`src/design/tbf_pkg.sv`:
```
// ----------------------------------------------------------------------------
// tbf_pkg
// Shared types, constants and address helpers of the tile background fetcher.
// ----------------------------------------------------------------------------
package tbf_pkg;

    // Video memory depth; a power of two so address wrap is a truncation.
    localparam int VRAM_DEPTH = 8192;
    localparam int VRAM_AW    = $clog2(VRAM_DEPTH);

    localparam int PIX_PER_PUSH = 8;
    localparam int PIX_CNT_W    = $clog2(PIX_PER_PUSH + 1);

    localparam logic [4:0] FIFO_PUSH_MAX = 5'd8;   // push waits above this level
    localparam logic [4:0] MAP_COL_MASK  = 5'h1f;
    localparam int         TILE_SHIFT    = 4;      // 16 bytes per tile

    localparam int CFG_DATA_W = 13;
    localparam int CFG_IDX_W  = 2;

    typedef enum logic [1:0] {
        CMD_TICK  = 2'd0,
        CMD_START = 2'd1,
        CMD_WRITE = 2'd2,
        CMD_NOP   = 2'd3
    } t_cmd;

    typedef enum logic [CFG_IDX_W-1:0] {
        CFG_BG_PALETTE  = 2'd0,
        CFG_DATA_BASE   = 2'd1,
        CFG_SIGNED_IDS  = 2'd2,
        CFG_WIN_MAP     = 2'd3
    } t_cfg_idx;

    typedef enum logic [4:0] {
        PH_ID    = 5'b00001,
        PH_LOW   = 5'b00010,
        PH_HIGH  = 5'b00100,
        PH_SLEEP = 5'b01000,
        PH_PUSH  = 5'b10000
    } t_phase;

    typedef enum logic [2:0] {
        RD_TILE = 3'b001,
        RD_LOW  = 3'b010,
        RD_HIGH = 3'b100
    } t_rd_dest;

    // Request from the fetcher to the pixel output stage.
    typedef struct packed {
        logic       valid;
        logic       window;   // single window-switch beat instead of 8 pixels
        logic [7:0] lo;
        logic [7:0] hi;
        logic [7:0] pal;
    } t_push_req;

    // 13-bit offset into a video memory address (wraps modulo depth).
    function automatic logic [VRAM_AW-1:0] addr13(input logic [12:0] a);
        logic [VRAM_AW+12:0] w;
        w = {{VRAM_AW{1'b0}}, a};
        return w[VRAM_AW-1:0];
    endfunction

    // Tile id times 16, optionally sign-extended, wrapped to an address.
    function automatic logic [VRAM_AW-1:0] tile_offset(input logic [7:0] id,
                                                       input logic       sgn);
        logic [8:0]          ext;
        logic [VRAM_AW+12:0] w;
        ext = {sgn & id[7], id};
        w   = {{VRAM_AW{ext[8]}}, ext, {TILE_SHIFT{1'b0}}};
        return w[VRAM_AW-1:0];
    endfunction

endpackage

```
`src/design/tbf_pix_out.sv`:
```
// ----------------------------------------------------------------------------
// tbf_pix_out
// Pixel serializer plus output register: 8 beats, MSB first, per push; 1 if window.
// ----------------------------------------------------------------------------
module tbf_pix_out (
    input  logic              i_clk,
    input  logic              i_rst_n,
    input  tbf_pkg::t_push_req i_req,
    output logic              o_ready,
    input  logic              i_m_tready,
    output logic              o_valid,
    output logic              o_kind,
    output logic [1:0]        o_color,
    output logic [7:0]        o_palette,
    output logic              o_last
);

    logic [tbf_pkg::PIX_CNT_W-1:0] r_cnt;
    logic                          r_win;
    logic [7:0]                    r_lo;
    logic [7:0]                    r_hi;
    logic [7:0]                    r_pal;

    logic       r_ov;
    logic       r_okind;
    logic [1:0] r_ocolor;
    logic [7:0] r_opal;
    logic       r_olast;

    logic out_free;
    logic move;

    assign out_free = !r_ov || i_m_tready;
    assign move     = (r_cnt != '0) && out_free;
    // take a new push once the serializer is empty or sends its final beat now
    assign o_ready  = (r_cnt == '0) ||
                      ((r_cnt == tbf_pkg::PIX_CNT_W'(1)) && out_free);

    always_ff @(posedge i_clk) begin
        if (!i_rst_n) begin
            r_cnt <= '0;
        end else if (i_req.valid) begin
            r_cnt <= i_req.window ? tbf_pkg::PIX_CNT_W'(1)
                                  : tbf_pkg::PIX_CNT_W'(tbf_pkg::PIX_PER_PUSH);
        end else if (move) begin
            r_cnt <= r_cnt - tbf_pkg::PIX_CNT_W'(1);
        end
    end

    always_ff @(posedge i_clk) begin
        if (i_req.valid) begin
            r_win <= i_req.window;
            r_lo  <= i_req.lo;
            r_hi  <= i_req.hi;
            r_pal <= i_req.pal;
        end else if (move) begin
            r_lo <= {r_lo[6:0], 1'b0};
            r_hi <= {r_hi[6:0], 1'b0};
        end
    end

    always_ff @(posedge i_clk) begin
        if (!i_rst_n) begin
            r_ov <= 1'b0;
        end else if (move) begin
            r_ov <= 1'b1;
        end else if (i_m_tready) begin
            r_ov <= 1'b0;
        end
    end

    always_ff @(posedge i_clk) begin
        if (move) begin
            r_okind  <= r_win;
            r_ocolor <= {r_hi[7], r_lo[7]};
            r_opal   <= r_pal;
            r_olast  <= !r_win && (r_cnt == tbf_pkg::PIX_CNT_W'(1));
        end
    end

    assign o_valid   = r_ov;
    assign o_kind    = r_okind;
    assign o_color   = r_ocolor;
    assign o_palette = r_opal;
    assign o_last    = r_olast;

endmodule

```
`config.mk`:
```
export PLATFORM = sky130hd
export DESIGN_NAME = tbf_pix_out
export DESIGN_NICKNAME = d
export VERILOG_FILES = /design/src/design/tbf_pkg.sv /design/src/design/tbf_pix_out.sv
export SDC_FILE = /design/constraint.sdc
export NUM_CORES = 1
export LEC_CHECK = 0
export BUFFER_PORTS_ARGS = -buffer_cell sky130_fd_sc_hd__buf_2
export CAP_MARGIN = 5
export CORE_MARGIN = 1
export CORE_UTILIZATION = 45
export CTS_BUF_LIST = sky130_fd_sc_hd__clkbuf_8
export CTS_CLUSTER_DIAMETER = 200
export DETAILED_ROUTE_END_ITERATION = 8
export PLACE_DENSITY = 0.73
export SLEW_MARGIN = 20
export SYNTH_ARGS = -nofsm -noshare
export SYNTH_HDL_FRONTEND = slang
export SYNTH_SLANG_ARGS = --single-unit
```
`constraint.sdc`:
```
create_clock -name i_clk -period 3.16 [get_ports i_clk]
set_clock_uncertainty 0.05 [all_clocks]
set_input_delay 0.158 -clock i_clk [delete_from_list [all_inputs] [get_ports i_clk]]
set_output_delay 0.158 -clock i_clk [all_outputs]
set_load 0.01 [all_outputs]
```
======== After elaboration in Yosys (flattened, before gate mapping) ========
Index checks and enable logic that the tools add are counted.
operators by class
  add/sub/neg operators ................... 1
  eq/ne operators ......................... 1
  mux-type cells .......................... 9
  reduce and logical (&&, ||, !) cells .... 11
operator list
  cell                                              count
  two-way mux 8 bit                                 4
  two-way mux 4 bit                                 3
  == test 4 x 1 -> 1 bit, second input constant     1
  zero test 4 bit                                   1
  nonzero test 2 bit                                2
  nonzero test 4 bit                                1
  subtractor 4 x 1 -> 4 bit, second input constant  1
  logical AND 1 bit                                 3
  zero test 1 bit                                   2
  logical OR 1 bit                                  2
  two-way mux 1 bit                                 2
storage, ports and cells
  output and inout port bits .............. 14
  input bits .............................. 29
  register bits ........................... 42
  word-level logic and storage cells ...... 32

======== Logic depth before layout (Yosys ltp) ========
Gate-level depths: netlist of run 1.
  depth after elaboration ................. 5
  depth in mapped cells ................... 5
  gate-level depth less buffers ........... 5

======== Worst setup path before layout of run 1 ========
Ideal clock, no wire load.
  path type ............................... register -> register
  from .................................... reg r_cnt[0] (netlist name)
  to ...................................... reg r_hi[0], enable pin
  data arrival time ....................... 1591 ps
  cell stages (with the launch flop) ...... 6
  path buffers ............................ 0
  data required time ...................... 2819 ps
  period minus slack after synthesis ...... 1932 ps
  path slack .............................. 1228 ps
  library setup time ...................... 291 ps
  cells stage by stage .................... dfxtp_1 > inv_1 > ha_1 > or3b_4 > and2_4 > or2_2
on the way
  cells in the longest elaborated chain, start to end .. 3
RTL lines
  what                                 line               text
  start: declaration                   tbf_pix_out.sv:18  logic [tbf_pkg::PIX_CNT_W-1:0] r_cnt;
  start signal: assignment             tbf_pix_out.sv:43  r_cnt <= i_req.window ? tbf_pkg::PIX_CNT_W'(1)
  start signal: assignment             tbf_pix_out.sv:46  r_cnt <= r_cnt - tbf_pkg::PIX_CNT_W'(1);
  nonzero test 4 bit                   tbf_pix_out.sv:34  assign move = (r_cnt != '0) && out_free;
  logical AND 1 bit                    tbf_pix_out.sv:34
  named net move                       tbf_pix_out.sv:31  logic move;
  nonzero test 2 bit (no source line)  n/a
  end signal: assignment               tbf_pix_out.sv:54  r_hi <= i_req.hi;
  end signal: assignment               tbf_pix_out.sv:58  r_hi <= {r_hi[6:0], 1'b0};
  end: declaration                     tbf_pix_out.sv:21  logic [7:0] r_hi;
The timed path passes the listed nets, and every way through them passes these cells.
A chain may end at the register's enable or synchronous reset.

======== Worst setup path after layout of run 1 ========
  from .................................... reg r_cnt[1] (netlist name)
  to ...................................... reg r_lo[1], enable pin
on the way
  cells in the longest elaborated chain, start to end .. 3
RTL lines
  what                                 line               text
  nonzero test 4 bit                   tbf_pix_out.sv:34
  logical AND 1 bit                    tbf_pix_out.sv:34
  named net move                       tbf_pix_out.sv:31
  nonzero test 2 bit (no source line)  n/a
  end signal: assignment               tbf_pix_out.sv:53  r_lo <= i_req.lo;
  end signal: assignment               tbf_pix_out.sv:57  r_lo <= {r_lo[6:0], 1'b0};
  end: declaration                     tbf_pix_out.sv:20  logic [7:0] r_lo;
The timed path passes the listed nets, and every way through them passes these cells.

==> results by group, run 1 <==
Cells and area
  – Layout cell share with drive strength beyond 1: 0.459
  – Final Cell Area: 0.00204 mm2
  – Final Net Count: roughly 180
  – Area delta synth->final: 26.5%
  – Fillers: between 200 and 300
  – N_diodes: 0
  – Post-route insts no fill: 192

Drt
  – Number of vias per cell: approximately 4.9
  – WL final: 2.47 mm
  – Routed Antenna Nets: 0
  – First drt pass iteration count: 4
  – DRT iter0 DRCs: 16
  – Via count: 940
  – DRC: 0
  – Routed length per instance: 12.9 um

STA
  – Max Transition Viols Final: 0
  – Endpoints failing setup: 0
  – Slew HR: 0.567
  – RSZ-0062 raised after global routing: no
  – Final Hold Viols: 0
  – Least-Margin Pin Slew: about 650 ps
  – Minimum clock period after layout: roughly 2100 ps
  – Fin crit share: 0.670
  – Final TNS setup: 0 ps
  – Fmax: 472 MHz

Run status
  – Status: finished clean

Global routing
  – Antenna violations before repair: 0
  – First-pass GRT wire length: around 3.7 mm
  – Gr usage total: 0.144
  – Vias in the first global route: between 800 and 900
  – Grt ovf: 0
  – Largest net degree at the start of global routing: 34

Placement
  – Port Buffers: between 40 and 50
  – Final Wtd Congestion: just over 0.7
  – Dpl cell area: about 0.0019 mm2
  – Placed cells: between 150 and 200
  – Detailed placement HPWL: around 1.7 mm

Yosys
  – Syn avg cell area: approximately 17 um2
  – Post-Syn Instances: 93
  – Cell variety after synth: 30
  – FF+latch count, synth: 42
  – Syn nets: approximately 130
  – Seq/Total Area, Yosys: 0.749
  – Post-Syn Area: between 0.0015 and 0.002 mm2
  – Synth warnings: 0

Floorplanning
  – Die W: 61.9 um
  – Core ar.: 0.00339 mm2
  – Site Rows: 21
  – Top Ports: 43
  – Starting density of the core: 0.477
  – Die height: 61.9 um
  – DIE AREA: 0.00384 mm2

Clock tree
  – # resized after CTS: 0
  – Post-CTS Hold Buffers: 5
  – Worst-path clk slew: approximately 70 ps
  – CTS tree: yes
  – H-Tree Depth: 2
  – # clock sinks: 42
  – Number of setup buffers added after CTS: 0
  – Clk_lat worst skew: between 200 and 300 ps
  – CTS max path bufs: 2
  – Clk root buf: clkbuf_8
  – Num CTS Buffers: 5

Worst setup path
  – CP Capture Type: flop
  – Reg-to-Reg Start: r_cnt[1]$_SDFFE_PN0P_
  – Setup crit start kind: flop
  – Crit Path Category: reg -> reg
  – Arrival time worst endpoint: between 2000 and 2500 ps
  – Required time of the critical path: 3100 ps
  – Register-to-register path setup slack: 1040 ps
  – Critical path peak fanout: 16
  – CP startpoint: r_cnt[1]$_SDFFE_PN0P_

Power and ir drop
  – Peak supply drop: about 0.00033 V
  – Power Density: 651 mW/mm2
  – Leakage: between 0.8 and 0.9 nW

Min path
  – Worst Min Path Start: i_req[1]
  – HP Class: in -> reg

Job
  – Max-Cap Viols: 0
-- kinds of logic after synthesis --
family | after synthesis | share of synthesized area
compound gates | 8 | 0.0387
buf+inv | 7 | 0.0170
fa+ha+maj | 3 | 0.0232
simple gates | 19 | 0.0743
flops | 42 | 0.749
mux | 14 | 0.0975
-- metal layers --
metal / vias up / routed length [um] / share of wire / global-route usage
li1: 459 / - / - / -
met3: 4 / 138 / 0.056 / 0.0704
met1: 437 / 1060 / 0.43 / 0.157
met2: 40 / 1240 / 0.50 / 0.237
met5: - / 0 / 0 / 0
met4: 0 / 29 / 0.012 / 0.0667
-- stage by stage --
stage	util	setup WS, ps	total power [mW]	hold WS (ps)
after detailed placement	0.552	1070	0.953	288
after CTS	0.597	1050	1.34	0.140
after floorplan	-	1230	0.874	207
after global routing	0.603	974	1.40	7.21
final	0.603	1040	1.33	19.5
after global placement	0.552	1140	0.943	287
-- critical path: stages (launching register included) --
cell	delay [ps]
dfxtp_1	330
inv_1	110
ha_1	210
or3b_4	430
and2_4	240
or2_2	450
-- cells in the mapped netlist --
master     number  area, um2
and2_4          1       8.76
a211oi_1        1       7.51
nor4b_1         1       8.76
or3_1           1       6.26
nand4b_1        1       8.76
clkbuf_1        2       7.51
o21ai_0         1       5.00
nor2b_1         1       6.26
or2_2           1       6.26
nand2b_1        1       6.26
mux2_2         14        158
a21oi_1         2       10.0
and2_1          2       12.5
or3b_4          1       11.3
dfxtp_1         5        100
o311a_1         1       10.0
o211ai_1        1       7.51
buf_2           1       5.00
nor4_1          1       6.26
ha_1            3       37.5
nand4_1         1       6.26
o21a_1          1       7.51
nor3_1          1       5.00
or3_2           1       7.51
a2111oi_2       1       15.0
nand3_1         1       5.00
edfxtp_1       37       1110
nor2_1          3       11.3
inv_1           4       15.0
nand2_1         1       3.75
-- sequential cells by signal (all words and copies together), names as in the netlist --
register and count:
o_palette 8, r_hi 8, r_lo 8, r_pal 8, r_cnt 4, o_color 2
o_kind 1, o_last 1, o_valid 1, r_win 1
-- cell usage in the layout, fill, tap and decap left out --
| cell | count |
|---|---|
| nand2b_1 | 1 |
| o21ai_0 | 1 |
| nor4_1 | 1 |
| o21a_1 | 1 |
| or2_2 | 1 |
| o211ai_1 | 1 |
| nand4_1 | 1 |
| a2111oi_2 | 1 |
| bufinv_16 | 1 |
| dfxtp_1 | 5 |
| nor4b_1 | 1 |
| and2_4 | 1 |
| or3_2 | 1 |
| nand3_1 | 1 |
| inv_1 | 4 |
| buf_2 | 42 |
| nor3_1 | 1 |
| a211oi_1 | 1 |
| clkinv_1 | 1 |
| ha_1 | 3 |
| nand2_1 | 1 |
| o311a_1 | 1 |
| nand4b_1 | 1 |
| or3b_4 | 1 |
| mux2_2 | 14 |
| edfxtp_1 | 37 |
| and2_1 | 2 |
| or3_1 | 1 |
| dlygate4sd3_1 | 7 |
| nor2b_1 | 1 |
| a21oi_1 | 2 |
| nor2_1 | 3 |
| clkbuf_8 | 5 |
-- layout make-up --
type | count | area (um2) | share of cell area
well taps | 46 | 57.6 | 0.0282
flip-flops and latches | 42 | 1210 | 0.592
clock inverters | 2 | 33.8 | 0.0165
clock buffers | 5 | 68.8 | 0.0337
multi-input cells | 44 | 378 | 0.185
repair buffers | 49 | 280 | 0.137
inverters | 4 | 15.0 | 0.00734
-- worst paths after layout --
path,endpoint,cells after the start
hold reg to reg,o_color[0]$_DFFE_PP_,0
hold / removal,r_pal[1]$_DFFE_PP_,1
setup reg to reg,r_lo[1]$_DFFE_PP_,5
setup / recovery,r_lo[1]$_DFFE_PP_,5
-- report_power, final --
part	switching, mW	internal (mW)	leakage [nW]
Combinational	0.110	0.0957	0.345
Sequential	0.0247	0.715	0.410
Clock	0.157	0.228	0.0517
Power figures use the tool's default switching activity.
==> inputs of run 2 (changes only) <==
Settings changed: ABC_AREA set to 1.
Clock period 3.16 ns to 2 ns, I/O delays scaled along.
==> run 2 against run 1 <==
  * Area after synthesis up 0.85%
  * Via count rose by 14%
  * Design area increased by 1.0%
  * Register-to-register slack lost 640 ps
  * Final cell count up 25%
  * Combinational power rose by 66%
  * Core utilization is 0.16 points higher
==> results by group, run 2 <==
Power and ir drop
  – Leakage: roughly 0.96 nW
  – Logic pwr share: 0.169
  – Seq pwr share: 0.589
  – Switching portion of total power: 0.253
  – Sw power: just over 500 uW
  – Power Density: 975 mW/mm2
  – Pint: about 1.5 mW
  – Peak supply drop: 0.000478 V
  – Clock power share: 0.242

Worst setup path
  – Setup crit start kind: flop
  – Crit path buf inv count: 1
  – CP Capture Type: flop
  – Crit path largest cell delay: 400 ps
  – Arrival time worst endpoint: about 1500 ps
  – Most Frequent Cell on Critical Path: nand2_2
  – Critical path peak fanout: 19
  – Critical Path Slowest Stage Cell: dfxtp_1
  – Required time of the critical path: around 1900 ps
  – Critical path, cell by cell: inv_1 -> ha_1 -> nand2_2 -> nand2_4 -> nand2_2
  – Cell family with most CP delay: simple AND/OR/NAND/NOR gates
  – Crit Path Category: reg -> reg

Yosys
  – Most frequent cell after synthesis: nand2_1
  – Top cell type's share of synthesized area: 0.682
  – Leading post-synthesis cells by instance count: nand2_1 (58), edfxtp_1 (37), inv_1 (10)
  – Seq/Total Area, Yosys: 0.743
  – Cell variety after synth: 15
  – Post-Syn Area: ~0.0016 mm2
  – Synth async-reset ratio: 0
  – Post-Syn Instances: between 100 and 150
  – Syn nets: between 150 and 200
  – EDFF count, synth: 37
  – Syn avg cell area: between 10 and 15 um2
  – Yosys top cell by area: edfxtp_1
  – Area contributors post-synth: edfxtp_1 (68%), nand2_1 (13%), dfxtp_1 (6.1%)
  – FF+latch count, synth: 42
  – Top_reg_cell synth: edfxtp_1
  – Synth warnings: 0

STA
  – RSZ-0062 raised after global routing: no
  – Least-Margin Pin Slew: 417 ps
  – Fin crit share: 0.798
  – Fmax: 627 MHz
  – Minimum clock period after layout: 1600 ps
  – Final worst setup slack: 405 ps
  – Slew HR: 0.721
  – Final Hold Viols: 0
  – Endpoints failing setup: 0
  – Final TNS setup: 0 ps
  – Max Transition Viols Final: 0

Placement
  – Final Wtd Congestion: around 0.85
  – Place WS: roughly 400 ps
  – Detailed placement HPWL: approximately 1.8 mm
  – Placed cells: roughly 220
  – Port Buffers: 42

Floorplanning
  – Top Ports: 43
  – Die W: just over 60 um
  – DIE AREA: slightly below 0.004 mm2
  – Core ar.: 0.00342 mm2
  – Site Rows: 21
  – Starting density of the core: 0.477
  – Die height: roughly 62 um

Drt
  – Via count: about 1100
  – WL final: 2.56 mm
  – DRT iter0 DRCs: 40
  – Number of vias per cell: 4.48
  – First drt pass iteration count: 4
  – Routed Antenna Nets: 0
  – Routed length per instance: around 11 um
  – DRC: 0

Cells and area
  – Post-route insts no fill: 240
  – Final Net Count: around 230
  – N_diodes: 0
  – Commonest cells after routing, fill and taps aside: nand2_1 (58), buf_2 (42), edfxtp_1 (37), inv_1 (11), dlygate4sd3_1 (9)
  – Layout cell share with drive strength beyond 1: 0.289
  – Area delta synth->final: 26.7%
  – Post-Route Utilization: 0.605
  – Leading cell type in the layout, fill and taps excluded: nand2_1

Run status
  – Status: finished clean

Clock tree
  – Clk root buf: clkbuf_8
  – # clock sinks: 42
  – H-Tree Depth: 2
  – CTS max path bufs: 2
  – CTS tree: yes
  – Clk_lat worst skew: about 280 ps
  – Num CTS Buffers: 5
  – Worst-path clk slew: ~70 ps

Global routing
  – Grt ovf: 0
  – Largest net degree at the start of global routing: 23
  – First-pass GRT wire length: approximately 4.2 mm
  – Antenna violations before repair: 0
  – Vias in the first global route: 1009
  – Gr usage total: 0.143

Job
  – Max-Cap Viols: 0

Min path
  – HP Class: in -> reg
-- run 2: changes by cell type in the layout (fill, tap and decap cells not counted), moves of 2 or more --
| cell | previous run | this run |
|---|---|---|
| nand2_1 | 1 | 58 |
| mux2_2 | 14 | 0 |
| inv_1 | 4 | 11 |
| nand3_1 | 1 | 4 |
| and2_1 | 2 | 0 |
| buf_4 | 0 | 2 |
| clkinv_2 | 0 | 2 |
| dlygate4sd3_1 | 7 | 9 |
| nand2_2 | 0 | 2 |
| o21ai_0 | 1 | 3 |
-- run 2: cell families after synthesis --
kind of cell	Yosys count	synth area share
compound gates	6	0.0184
buf+inv	15	0.0376
fa+ha+maj	3	0.0230
simple gates	71	0.178
flops	42	0.743
-- run 2: through the flow --
step	cell area [um2]	hold slack [ps]	total power [mW]
final	2070	21.6	2.01
after floorplan	1630	149	1.40
after global placement	1890	228	1.51
after detailed placement	1890	229	1.54
after global routing	2070	27.7	2.12
after CTS	2070	10.9	2.04
-- run 2: path summary, 6_finish.rpt --
kind                              start                      to  slack, ps  cells after the start
setup / recovery  r_cnt[0]$_SDFFE_PN0P_       r_lo[5]$_DFFE_PP_        400                      5
hold / removal                i_req[16]   r_lo[0]$_SDFFCE_PN0P_         20                      3
setup reg to reg  r_cnt[0]$_SDFFE_PN0P_       r_lo[5]$_DFFE_PP_        400                      5
hold reg to reg      r_pal[6]$_DFFE_PP_  o_palette[6]$_DFFE_PP_        370                      0
-- run 2: repair_timing --
item / in CTS / in global routing
hold endpoints to repair: 9 / 0
hold buffers: 9 / 0
buffers inserted: 0 / 0
gates resized for setup: 0 / 0
-- run 2: routing by layer --
metal  wire (um)  GRT usage  part of all wire
met1        1140      0.163              0.45
met2        1230      0.247              0.48
met3         153     0.0441             0.060
met4          29     0.0610             0.011
met5           0          0                 0
-- run 2: layout make-up --
| type | instances | area, um2 |
|---|---|---|
| clock buffers | 5 | 68.8 |
| clock inverters | 3 | 13.8 |
| fillers | 292 | 1350 |
| inverters | 11 | 41.3 |
| multi-input cells | 80 | 358 |
| flip-flops and latches | 42 | 1210 |
| well taps | 46 | 57.6 |
| repair buffers | 53 | 315 |
-- run 2: worst reg2reg max path, stage by stage (launching register included) --
cell,delay (ps)
dfxtp_1,400
inv_1,80
ha_1,210
nand2_2,100
nand2_4,80
nand2_2,330
-- run 2: power by group through the flow --
stage | registers [mW] | logic [mW] | clock network [mW]
4_1_cts | 1.19 | 0.345 | 0.506
3_3_place_gp | 1.20 | 0.317 | 0
2_1_floorplan | 1.23 | 0.171 | 0
6_report | 1.19 | 0.341 | 0.488
5_1_grt | 1.20 | 0.383 | 0.537
3_5_place_dp | 1.21 | 0.331 | 0
==> inputs of run 3 (changes only) <==
Clock period 2 ns to 1.5 ns, I/O delays scaled along.
==> run 3 against run 2 <==
  * Combinational power increased by 47%
  * Clock power increased by 40%
  * Register-to-register slack got worse by 320 ps
  * Largest power group unchanged
  * Hold slack got worse by 18 ps
  * Sequential share of layout area decreased by 2.5 points
  * Setup slack got worse by 320 ps
  * Critical path type unchanged
  * Wire length increased by 7.9%
  * Final cell count increased by 2.9%
  * Maximum frequency increased by 13%
  * Critical endpoint is now r_lo[4]$_DFFE_PP_
  * Die area unchanged
  * Sequential power increased by 33%
==> results by group, run 3 (synthesized netlist as in run 2, its figures left out) <==
Cells and area
  – Commonest cells after routing, fill and taps aside: nand2_1 (58), buf_2 (42), edfxtp_1 (37), dlygate4sd3_1 (15), inv_1 (10)
  – Final Cell Area: 0.00216 mm2
  – Final Net Count: about 230
  – Leading cell type in the layout, fill and taps excluded: nand2_1
  – Multi-input gate area: 363 um2
  – Area of all sequential standard cells: 0.00121 mm2
  – Layout cell share with drive strength beyond 1: 0.289
  – Post-Route Utilization: 0.632
  – Area delta synth->final: 32.5%
  – N_diodes: 0
  – Fillers: 294

Worst setup path
  – CP Capture Type: flop
  – Critical Path Slowest Stage Cell: dfxtp_1
  – Critical path peak fanout: 16
  – Critical path, cell by cell: inv_1 -> ha_1 -> nand2_2 -> nand2_4 -> nand2_4 -> buf_12
  – Crit path largest cell delay: approximately 360 ps
  – Crit Path Category: reg -> reg
  – Setup crit start kind: flop
  – Most Frequent Cell on Critical Path: nand2_4
  – Arrival time worst endpoint: about 1400 ps
  – Required time of the critical path: between 1000 and 1500 ps

STA
  – Endpoints failing setup: 0
  – Fmax: ~700 MHz
  – Final Hold Viols: 0
  – Final TNS setup: 0 ps
  – Minimum clock period after layout: approximately 1400 ps
  – Least-Margin Pin Slew: between 300 and 400 ps
  – Fin crit share: 0.944
  – Slew HR: 0.776
  – RSZ-0062 raised after global routing: no
  – Max Transition Viols Final: 0

Power and ir drop
  – Power Density: between 1000 and 1500 mW/mm2
  – Peak supply drop: between 0.0006 and 0.0007 V
  – Leakage: between 0.9 and 1 nW

Drt
  – DRT iter0 DRCs: slightly above 60
  – Routed Antenna Nets: 0
  – DRC: 0
  – Via count: 1117
  – Number of vias per cell: roughly 4.5
  – WL final: 2.76 mm
  – First drt pass iteration count: 4
  – Routed length per instance: about 11 um

Min path
  – HP Class: in -> reg

Global routing
  – Antenna violations before repair: 0
  – Vias in the first global route: 1093
  – Gr usage total: 0.157
  – First-pass GRT wire length: approximately 4.6 mm
  – Grt ovf: 0
  – Largest net degree at the start of global routing: 29

Placement
  – Detailed placement HPWL: 1.85 mm
  – Dpl cell area: 0.00191 mm2
  – Final Wtd Congestion: about 0.75
  – Port Buffers: between 40 and 50

Floorplanning
  – Core ar.: approximately 0.0034 mm2
  – Site Rows: 21
  – Starting density of the core: 0.477
  – Top Ports: 43
  – DIE AREA: about 0.0039 mm2
  – Die W: roughly 62 um
  – Die height: 62.2 um

Job
  – Max-Cap Viols: 0

Clock tree
  – CTS tree: yes
  – Num CTS Buffers: 5
  – CTS max path bufs: 2
  – # clock sinks: between 40 and 50
  – Clk root buf: clkbuf_8
  – Worst-path clk slew: about 80 ps
  – Clk_lat worst skew: a little under 300 ps
  – Number of setup buffers added after CTS: 0
  – H-Tree Depth: 2

Run status
  – Status: finished clean
run 3: changes by cell type in the layout (fill, tap and decap cells not counted), sizes merged:
cell and delta:
buf +1, clkinvlp +1, dlygate4sd3 +6, inv -1
run 3: path summary, 6_finish.rpt:
kind         depth (start not counted)                  start  slack (ps)                endpoint
min                                  3              i_req[19]           3       r_lo[3]$_DFFE_PP_
max                                  6  r_cnt[1]$_SDFFE_PN0P_          80       r_lo[4]$_DFFE_PP_
min reg2reg                          0     r_pal[3]$_DFFE_PP_         370  o_palette[3]$_DFFE_PP_
max reg2reg                          6  r_cnt[1]$_SDFFE_PN0P_          80       r_lo[4]$_DFFE_PP_
run 3: timing repair:
item | in CTS | in global routing
hold endpoints to repair | 15 | 0
setup endpoints to repair | 1 | 18
resized for setup | 1 | 3
hold buffers | 15 | 0
pin swaps | 0 | 0
run 3: metal layers:
layer | share of wire | global-route usage | wire length (um)
met1 | 0.41 | 0.172 | 1130
met2 | 0.51 | 0.276 | 1410
met3 | 0.067 | 0.0496 | 184
met4 | 0.015 | 0.0698 | 41
met5 | 0 | 0 | 0
run 3: critical path, delay by kind of cell, from the launching register on:
family,cells,cell delay [ps]
simple gates,3,290
fa+ha+maj,1,190
flops,1,360
buf+inv,2,230
run 3: report_power, final:
group	internal [mW]	total [mW]	switching (mW)
combinational	0.204	0.501	0.296
clock	0.318	0.681	0.363
sequential	1.52	1.58	0.0570
total	2.04	2.76	0.716
run 3: through the flow:
step / hold slack, ps / power, mW / worst slack, ps / instances
after global placement: 202 / 2.04 / 90.4 / 224
final: 3.14 / 2.76 / 84.1 / 247
after floorplan: 124 / 1.86 / 81.8 / 137
after detailed placement: 204 / 2.07 / 22.1 / 224
after CTS: 0.0964 / 2.78 / 14.4 / 247
after global routing: 15.4 / 2.90 / 9.45 / 247
run 3: cell type report:
| type | instances | share of cell area |
|---|---|---|
| clock buffers | 5 | 0.0319 |
| clock inverters | 3 | 0.00753 |
| inverters | 11 | 0.0214 |
| multi-input cells | 80 | 0.168 |
| flip-flops and latches | 42 | 0.561 |
| well taps | 46 | 0.0267 |
| repair buffers | 60 | 0.183 |
